## config.mk

```make
export PLATFORM = sky130hd
export DESIGN_NAME = ascii_can_command_line_parser
export DESIGN_NICKNAME = d
export VERILOG_FILES = /design/src/acclp_pkg.sv /design/src/acclp_front.sv /design/src/acclp_queue.sv /design/src/acclp_back.sv /design/src/ascii_can_command_line_parser.sv
export SDC_FILE = /design/constraint.sdc
export NUM_CORES = 1
export LEC_CHECK = 0
export ABC_CLOCK_PERIOD_IN_PS = 15900
export CAP_MARGIN = 20
export CORE_MARGIN = 2
export CORE_UTILIZATION = 32
export DETAILED_ROUTE_END_ITERATION = 10
export DONT_BUFFER_PORTS = 1
export GPL_ROUTABILITY_DRIVEN = 0
export HOLD_SLACK_MARGIN = 0.03
export PLACE_DENSITY = 0.55
export SYNTH_ARGS = -nofsm -noshare
export SYNTH_HDL_FRONTEND = slang
export SYNTH_HIERARCHICAL = 1
export SYNTH_SLANG_ARGS = --single-unit
```

## constraint.sdc

```tcl
create_clock -name clock -period 15.9 [get_ports clock]
set_clock_uncertainty 0.15 [all_clocks]
set_input_delay 0 -clock clock [delete_from_list [all_inputs] [get_ports clock]]
set_output_delay 0 -clock clock [all_outputs]
set_load 0.05 [all_outputs]
```

## src/acclp_pkg.sv

```systemverilog
`timescale 1ns / 1ps
`default_nettype none
package acclp_pkg;
   localparam int MAX_DATA_BYTES = 8;
   localparam int QUEUE_DEPTH = 2;

   typedef struct packed {
      logic [7:0] ch;
      logic       line_end;
   } req_type;

   typedef struct packed {
      logic [1:0]  status;
      logic        is_control;
      logic [1:0]  response_kind;
      logic        opened;
      logic [19:0] bitrate_bps;
      logic        extended;
      logic        remote;
      logic [30:0] identifier;
      logic [3:0]  length_code;
      logic [63:0] payload;
   } rsp_type;

   localparam logic [1:0] ST_OK = 2'd0;
   localparam logic [1:0] ST_FORMAT = 2'd1;
   localparam logic [1:0] ST_UNKNOWN = 2'd2;
   localparam logic [1:0] ST_LENGTH = 2'd3;

   localparam logic [1:0] RESP_NONE = 2'd0;
   localparam logic [1:0] RESP_CR = 2'd1;
   localparam logic [1:0] RESP_HW = 2'd2;
   localparam logic [1:0] RESP_SW = 2'd3;

   typedef struct packed {
      logic [7:0] ch;
      logic       line_end;
      logic       hex_ok;
      logic [3:0] hex_val;
   } cls_type;

   function automatic logic [4:0] hex_decode(input logic [7:0] c);
      logic [4:0] r;
      r = 5'd0;
      if (c >= 8'h30 && c <= 8'h39) r = {1'b1, 4'(c - 8'h30)};
      else if (c >= 8'h41 && c <= 8'h46) r = {1'b1, 4'(c - 8'h37)};
      else if (c >= 8'h61 && c <= 8'h66) r = {1'b1, 4'(c - 8'h57)};
      return r;
   endfunction

   function automatic logic [19:0] rate_lookup(input logic [3:0] code);
      logic [19:0] r;
      unique case (code)
         4'd1: r = 20'd20000;
         4'd2: r = 20'd50000;
         4'd3: r = 20'd100000;
         4'd4: r = 20'd125000;
         4'd5: r = 20'd250000;
         4'd6: r = 20'd500000;
         4'd7: r = 20'd800000;
         4'd8: r = 20'd1000000;
         default: r = 20'd10000;
      endcase
      return r;
   endfunction
endpackage
`default_nettype wire

```

## src/acclp_front.sv

```systemverilog
`timescale 1ns / 1ps
`default_nettype none
module acclp_front (
   input  wire logic               clock,
   input  wire logic               reset,
   input  wire acclp_pkg::req_type req_data,
   input  wire logic               req_push,
   output logic                    req_full,
   output acclp_pkg::cls_type      q_data,
   output logic                    q_push,
   input  wire logic               q_full
);
   import acclp_pkg::*;
   logic [4:0] hx;
   logic       unused_clk;
   assign unused_clk = clock ^ reset;
   assign hx = hex_decode(req_data.ch);
   assign req_full = q_full;
   assign q_push = req_push;
   always_comb begin
      q_data.ch = req_data.ch;
      q_data.line_end = req_data.line_end;
      q_data.hex_ok = hx[4];
      q_data.hex_val = hx[3:0];
   end
endmodule
`default_nettype wire

```

## src/acclp_queue.sv

```systemverilog
`timescale 1ns / 1ps
`default_nettype none
module acclp_queue #(
   parameter int DEPTH = acclp_pkg::QUEUE_DEPTH,
   parameter int WIDTH = 8
) (
   input  wire logic             clock,
   input  wire logic             reset,
   input  wire logic [WIDTH-1:0] wr_data,
   input  wire logic             push,
   output logic                  full,
   output logic [WIDTH-1:0]      rd_data,
   output logic                  empty,
   input  wire logic             pop
);
   localparam int AW = (DEPTH > 1) ? $clog2(DEPTH) : 1;
   logic [WIDTH-1:0] mem_ff [DEPTH];
   logic [AW-1:0] wp_ff, rp_ff;
   logic [AW:0] cnt_ff;
   logic do_push, do_pop;
   assign full = (cnt_ff == (AW+1)'(DEPTH));
   assign empty = (cnt_ff == '0);
   assign do_push = push && !full;
   assign do_pop = pop && !empty;
   assign rd_data = mem_ff[rp_ff];
   always_ff @(posedge clock) begin
      if (do_push) mem_ff[wp_ff] <= wr_data;
   end
   always_ff @(posedge clock) begin
      if (reset) begin
         wp_ff <= '0;
         rp_ff <= '0;
         cnt_ff <= '0;
      end else begin
         if (do_push) wp_ff <= (wp_ff == AW'(DEPTH-1)) ? '0 : wp_ff + 1'b1;
         if (do_pop) rp_ff <= (rp_ff == AW'(DEPTH-1)) ? '0 : rp_ff + 1'b1;
         cnt_ff <= cnt_ff + (AW+1)'(do_push) - (AW+1)'(do_pop);
      end
   end
endmodule
`default_nettype wire

```

## src/acclp_back.sv

```systemverilog
`timescale 1ns / 1ps
`default_nettype none
module acclp_back (
   input  wire logic               clock,
   input  wire logic               reset,
   input  wire acclp_pkg::cls_type q_data,
   input  wire logic               q_empty,
   output logic                    q_pop,
   output acclp_pkg::rsp_type      o_data,
   output logic                    o_push,
   input  wire logic               o_full
);
   import acclp_pkg::*;
   logic       open_ff, open_in;
   logic [3:0] rate_ff, rate_in;
   logic [4:0] pos_ff, pos_in;
   logic [7:0] cmd_ff, cmd_in;
   logic [4:0] spd_ff, spd_in;
   logic [31:0] id_ff, id_in;
   logic [3:0] dlc_ff, dlc_in;
   logic [63:0] dat_ff, dat_in;
   logic [1:0] err_ff, err_in;
   logic       stop_ff, stop_in;
   logic go, is_frame, ext, rtr;
   logic [4:0] idhex, p, k;
   logic [5:0] need;
   logic [3:0] h;
   logic hok;
   rsp_type r;

   assign go = !q_empty && (!o_full || !q_data.line_end);
   assign q_pop = go;
   assign o_push = go && q_data.line_end;
   assign o_data = r;
   assign is_frame = cmd_ff == "t" || cmd_ff == "r" || cmd_ff == "T" || cmd_ff == "R";
   assign ext = cmd_ff == "T" || cmd_ff == "R";
   assign rtr = cmd_ff == "r" || cmd_ff == "R";
   assign idhex = ext ? 5'd8 : 5'd3;
   assign p = pos_ff;
   assign k = p - idhex - 5'd2;
   assign h = q_data.hex_val;
   assign hok = q_data.hex_ok;
   assign need = 6'(idhex) + 6'd2 + {1'b0, dlc_ff, 1'b0};

   always_comb begin
      open_in = open_ff; rate_in = rate_ff; pos_in = pos_ff; cmd_in = cmd_ff;
      spd_in = spd_ff; id_in = id_ff; dlc_in = dlc_ff; dat_in = dat_ff;
      err_in = err_ff; stop_in = stop_ff;
      r = '0;
      if (!q_data.line_end) begin
         if (!stop_ff) begin
            if (q_data.ch == 8'd0) stop_in = 1'b1;
            else begin
               if (p == 5'd0) cmd_in = q_data.ch;
               else if (p == 5'd1) spd_in = {hok, h};
               if (p != 5'd0 && is_frame && err_ff == ST_OK) begin
                  if (p <= idhex) begin
                     if (!hok || (ext && p == 5'd1 && h[3])) err_in = ST_FORMAT;
                     else id_in = {id_ff[27:0], h};
                  end else if (p == idhex + 5'd1) begin
                     if (!hok || h > 4'(MAX_DATA_BYTES)) err_in = ST_LENGTH;
                     else dlc_in = h;
                  end else if (!rtr && 6'(p) <= need - 6'd1) begin
                     if (!hok) err_in = ST_FORMAT;
                     else if (k < 5'd16) dat_in = dat_ff | ({60'd0, h} << (6'd60 - {k[3:0], 2'b00}));
                  end
               end
               if (pos_ff != 5'd31) pos_in = pos_ff + 5'd1;
            end
         end
      end else begin
         if (p == 5'd0) r.status = ST_FORMAT;
         else if (cmd_ff == "O" || cmd_ff == "C") begin
            open_in = (cmd_ff == "O");
            r.is_control = 1'b1; r.response_kind = RESP_CR;
         end else if (cmd_ff == "S" && p == 5'd2 && spd_ff[4]) begin
            if (spd_ff[3:0] > 4'd8) r.status = ST_UNKNOWN;
            else begin
               rate_in = spd_ff[3:0]; r.is_control = 1'b1; r.response_kind = RESP_CR;
            end
         end else if (cmd_ff == "V" || cmd_ff == "v") begin
            r.is_control = 1'b1;
            r.response_kind = (cmd_ff == "V") ? RESP_HW : RESP_SW;
         end else if (is_frame) begin
            if (err_ff != ST_OK) r.status = err_ff;
            else if (p < idhex + 5'd2) r.status = ST_FORMAT;
            else if (!rtr && 6'(p) < need) r.status = ST_FORMAT;
            else begin
               r.extended = ext; r.remote = rtr; r.identifier = id_ff[30:0];
               r.length_code = dlc_ff; r.payload = rtr ? 64'd0 : dat_ff;
            end
         end else r.status = ST_UNKNOWN;
         r.opened = open_in;
         r.bitrate_bps = rate_lookup(rate_in);
         pos_in = '0; cmd_in = '0; spd_in = '0; id_in = '0; dlc_in = '0;
         dat_in = '0; err_in = ST_OK; stop_in = 1'b0;
      end
   end

   always_ff @(posedge clock) begin
      if (reset) begin
         open_ff <= 1'b0; rate_ff <= '0; pos_ff <= '0; cmd_ff <= '0; spd_ff <= '0;
         id_ff <= '0; dlc_ff <= '0; dat_ff <= '0; err_ff <= ST_OK; stop_ff <= 1'b0;
      end else if (go) begin
         open_ff <= open_in; rate_ff <= rate_in; pos_ff <= pos_in; cmd_ff <= cmd_in;
         spd_ff <= spd_in; id_ff <= id_in; dlc_ff <= dlc_in; dat_ff <= dat_in;
         err_ff <= err_in; stop_ff <= stop_in;
      end
   end
endmodule
`default_nettype wire

```

## src/ascii_can_command_line_parser.sv

```systemverilog
`timescale 1ns / 1ps
`default_nettype none
// Takes one character per beat and returns one result per line end. Each
// character passes through a classify stage, a two-entry queue and
// the parse stage; results wait in a two-entry output queue, so a beat can be
// accepted every cycle while results are drained.
module ascii_can_command_line_parser #(
   parameter int QUEUE_DEPTH = acclp_pkg::QUEUE_DEPTH
) (
   input  wire logic               clock,
   input  wire logic               reset,
   input  wire acclp_pkg::req_type req_data,
   input  wire logic               req_push,
   output logic                    req_full,
   output acclp_pkg::rsp_type      rsp_data,
   output logic                    rsp_empty,
   input  wire logic               rsp_pop
);
   import acclp_pkg::*;
   cls_type f_data, b_data;
   logic f_push, f_full, b_empty, b_pop, o_push, o_full;
   rsp_type o_data;

   acclp_front u_front (.clock, .reset, .req_data, .req_push, .req_full,
      .q_data(f_data), .q_push(f_push), .q_full(f_full));
   acclp_queue #(.DEPTH(QUEUE_DEPTH), .WIDTH($bits(cls_type))) u_cq (.clock, .reset,
      .wr_data(f_data), .push(f_push), .full(f_full), .rd_data(b_data),
      .empty(b_empty), .pop(b_pop));
   acclp_back u_back (.clock, .reset, .q_data(b_data), .q_empty(b_empty), .q_pop(b_pop),
      .o_data, .o_push, .o_full);
   acclp_queue #(.DEPTH(QUEUE_DEPTH), .WIDTH($bits(rsp_type))) u_rq (.clock, .reset,
      .wr_data(o_data), .push(o_push), .full(o_full), .rd_data(rsp_data),
      .empty(rsp_empty), .pop(rsp_pop));
endmodule
`default_nettype wire

```

==> flow_metrics.tcl <==
set metrics [dict create \
    start_util_pct 32.37 \
    syn_inst 1482 \
    cp_max_fo 64 \
    portBuffers 0 \
    p_sw_share_pct 39.52 \
    drv_cap 0 \
    cts_tree "done" \
    synthArstFlopShare_pct 0 \
    syn2layout_area_growth_pct 12.03 \
    intPower_w 0.002220 \
    grtUsageTotal_pct 14.08 \
    drc_errors 0 \
    postRouteAntennaNets 0 \
    rsz0062_at_grt "false" \
    grt_first_pass_wirelength_mm 65.53 \
    clockBufferDepth 3 \
    status "finished clean" \
    min_path_type "in2reg" \
    max_stage_delay_ns 0.72 \
    die_y_um 243.1 \
    fp.dieW_um 243.1 \
    antenna_found_initial 1 \
    num-nets-final 1513 \
    setup_violations 0 \
    slew_violations 0 \
    cp_cell_sequence "xor2_1 -> nand3_4 -> nor2_1 -> ha_1 -> inv_1 -> ha_1 -> inv_1 -> nand3_1 -> xnor2_1 -> a32oi_1 -> xor2_1 -> ha_1 -> and3_1 -> o21ai_0 -> nand3_1 -> o211ai_1 -> nand3_4 -> o31ai_1" \
    power.density_mw_per_mm2 179.2 \
    synth_edf_count 282 \
    startpoint_type "flop" \
    leakage_nw 6.791 \
    fin_crit_ns 5.768 \
    synth.distinct_cells 75 \
    drt_wl_total_mm 42.39 \
    max_slew_margin_pct 33.74 \
    dr.pass1.iters 5 \
    utilization_pct 36.27 \
    holdCritStartpoint "req_data[1]" \
    yosys_warnings 6 \
    clock-sinks 417 \
    worstPathArrival_ns 6.07 \
    max_freq_ghz 0.1734 \
    layout_common_cells "edfxtp_1 (282), nand2_1 (180), dfxtp_1 (134)" \
    rows 87 \
    critical_path_buf_inv_count 2 \
    pwr-share-comb_pct 34.1 \
    cts_made_buffers 45 \
    regArea_mm2 0.01117 \
    h-tree-depth 2 \
    tns_ns 0 \
    drive_gt1_share_pct 17.32 \
    required_ns 16.20 \
    via_count 11070 \
    synth-seq-area-share_pct 61.08 \
    seqPwrFrac_pct 38.4 \
    wl_per_cell_um 18.83 \
    ys_ff_latch 417 \
    dp_hpwl_mm 26.48 \
    p_sw_w 0.001451 \
    clk_latency_ns 0.57 \
    viasPerCell 4.916 \
    hold_viol 0 \
    fillers 5433 \
    final_common_cell "edfxtp_1" \
    clk_pin_slew_ns 0.06 \
    fin_hold_ws_ns 0.1175 \
    pin_count 142 \
    syn_area_mm2 0.01829 \
    end_kind "flop" \
    synth-main-ff-cell "edfxtp_1" \
    drt_iter0_markers 829 \
    worstSetupStartpoint "u_back/cmd_ff[2]" \
    fin_crit_sh_pct 36.27 \
    die_area_mm2 0.05908 \
    diodes 0 \
    synth_area_per_cell_um2 12.34 \
    cts_setup_buffers 0 \
    cp_common_cell "ha_1" \
    root_buffer "clkbuf_16" \
    overflow 0 \
    multi_input_area_mm2 0.006352 \
    p_clk_share_pct 27.5 \
    grt_max_degree 67 \
    worst_slew_pin_slew_ns 0.9939 \
    grt_pass1_vias 11020 \
    crit_family "simple AND/OR/NAND/NOR gates" \
    ir_worst_vdd_v 0.00007633 \
    r2r-start "u_back/cmd_ff[2]" \
    coreArea_mm2 0.05650 \
    power_w 0.003671 \
    worstSetupPathType "reg2reg" \
    slowest_stage "nand3_4" \
]
[synth_stat cells (11+ instances only)]
library cell | count | share of area, %
buf_4 | 14 | 0.57
mux2_2 | 102 | 6.3
nor2_1 | 81 | 1.7
mux2_4 | 30 | 2.5
a21oi_1 | 28 | 0.77
buf_6 | 12 | 0.74
nor3_1 | 111 | 3.0
buf_2 | 21 | 0.57
o21ai_0 | 11 | 0.30
dfxtp_1 | 135 | 15
or3_1 | 13 | 0.44
nor2b_1 | 14 | 0.48
edfxtp_1 | 282 | 46
xnor2_1 | 12 | 0.57
clkbuf_1 | 58 | 1.2
nand2_1 | 181 | 3.7
ha_1 | 41 | 2.8
mux2_1 | 11 | 0.68
o31ai_2 | 24 | 1.6
inv_1 | 64 | 1.3
nand3_1 | 33 | 0.90
a22oi_1 | 45 | 1.8
o31ai_1 | 42 | 1.7
[layout make-up]
type | count | area share (%)
Clock buffer | 71 | 6.571
Clock inverter | 13 | 0.4580
Inverter | 65 | 1.203
Multi-Input combinational cell | 894 | 31.00
Sequential cell | 417 | 54.54
Tap cell | 756 | 4.616
Timing Repair Buffer | 35 | 1.612
[power by group through the flow]
stage | clock [W] | combinational [W] | sequential, W
finish | 0.00101 | 0.00125 | 0.00141
global route | 0.00109 | 0.00132 | 0.00143
CTS | 0.00104 | 0.00127 | 0.00141
detailed placement | 0 | 0.00126 | 0.00144
global placement | 0 | 0.00125 | 0.00143
floorplan | 0 | 0.00106 | 0.00142
[kinds of logic after synthesis]
family          synth area share (%)
fa+ha+maj                      2.914
flops                          61.08
simple gates                   12.63
other cells                  0.02050
compound gates                 8.333
xor+xnor                      0.9099
buf+inv                        4.474
mux                            9.639
[final timing paths]
check	to	slack, ns	cells past startpoint
hold reg to reg	u_back/dat_ff[33]	0.30	2
setup reg to reg	u_back/dat_ff[18]	10.13	18
hold / removal	u_cq/mem_ff[1][3]	0.12	4
setup / recovery	u_back/dat_ff[18]	10.13	18
[layer usage]
| metal | vias up | routed length, µm | track usage [%] | share of wire, % |
|---|---|---|---|---|
| li1 | 5341 | - | - | - |
| met1 | 5384 | 18480 | 17.86 | 44 |
| met2 | 271 | 20210 | 23.13 | 48 |
| met3 | 70 | 2481 | 3.881 | 5.9 |
| met4 | 0 | 1214 | 4.764 | 2.9 |
| met5 | - | 0 | 0 | 0 |
[state kept, by name, summed over array words and instances, names as in the netlist, 2 cells and up, named ones only]
register        flops
u_back/cmd_ff       8
u_back/dat_ff      64
u_back/dlc_ff       4
u_back/err_ff       2
u_back/id_ff       31
u_back/p            5
u_back/rate_ff      4
u_back/spd_ff       5
u_cq/cnt_ff         2
u_cq/mem_ff        28
u_rq/cnt_ff         2
u_rq/mem_ff       254
[through the flow]
stage                     setup slack, ns  instance area (µm²)  instances
after CTS                           10.06                20490       2251
final                               10.13                20490       2251
after detailed placement            10.12                18830       2147
after global placement              10.39                18830       2147
after floorplan                     10.37                18300       1484
after global routing                9.584                20490       2251
[what timing repair did]
| action | CTS | global route |
|---|---|---|
| endpoints found under the setup margin | 0 | 0 |
| gates resized for setup | 0 | 0 |
| hold buffers | 20 | 0 |
| endpoints found under the hold margin | 191 | 0 |
[worst min-delay path, cell delays in order]
cell	delay (ns)
ha_1	0.16
nor3b_1	0.08
a311oi_2	0.33
a21o_1	0.15
Power figures use the tool's default switching activity.
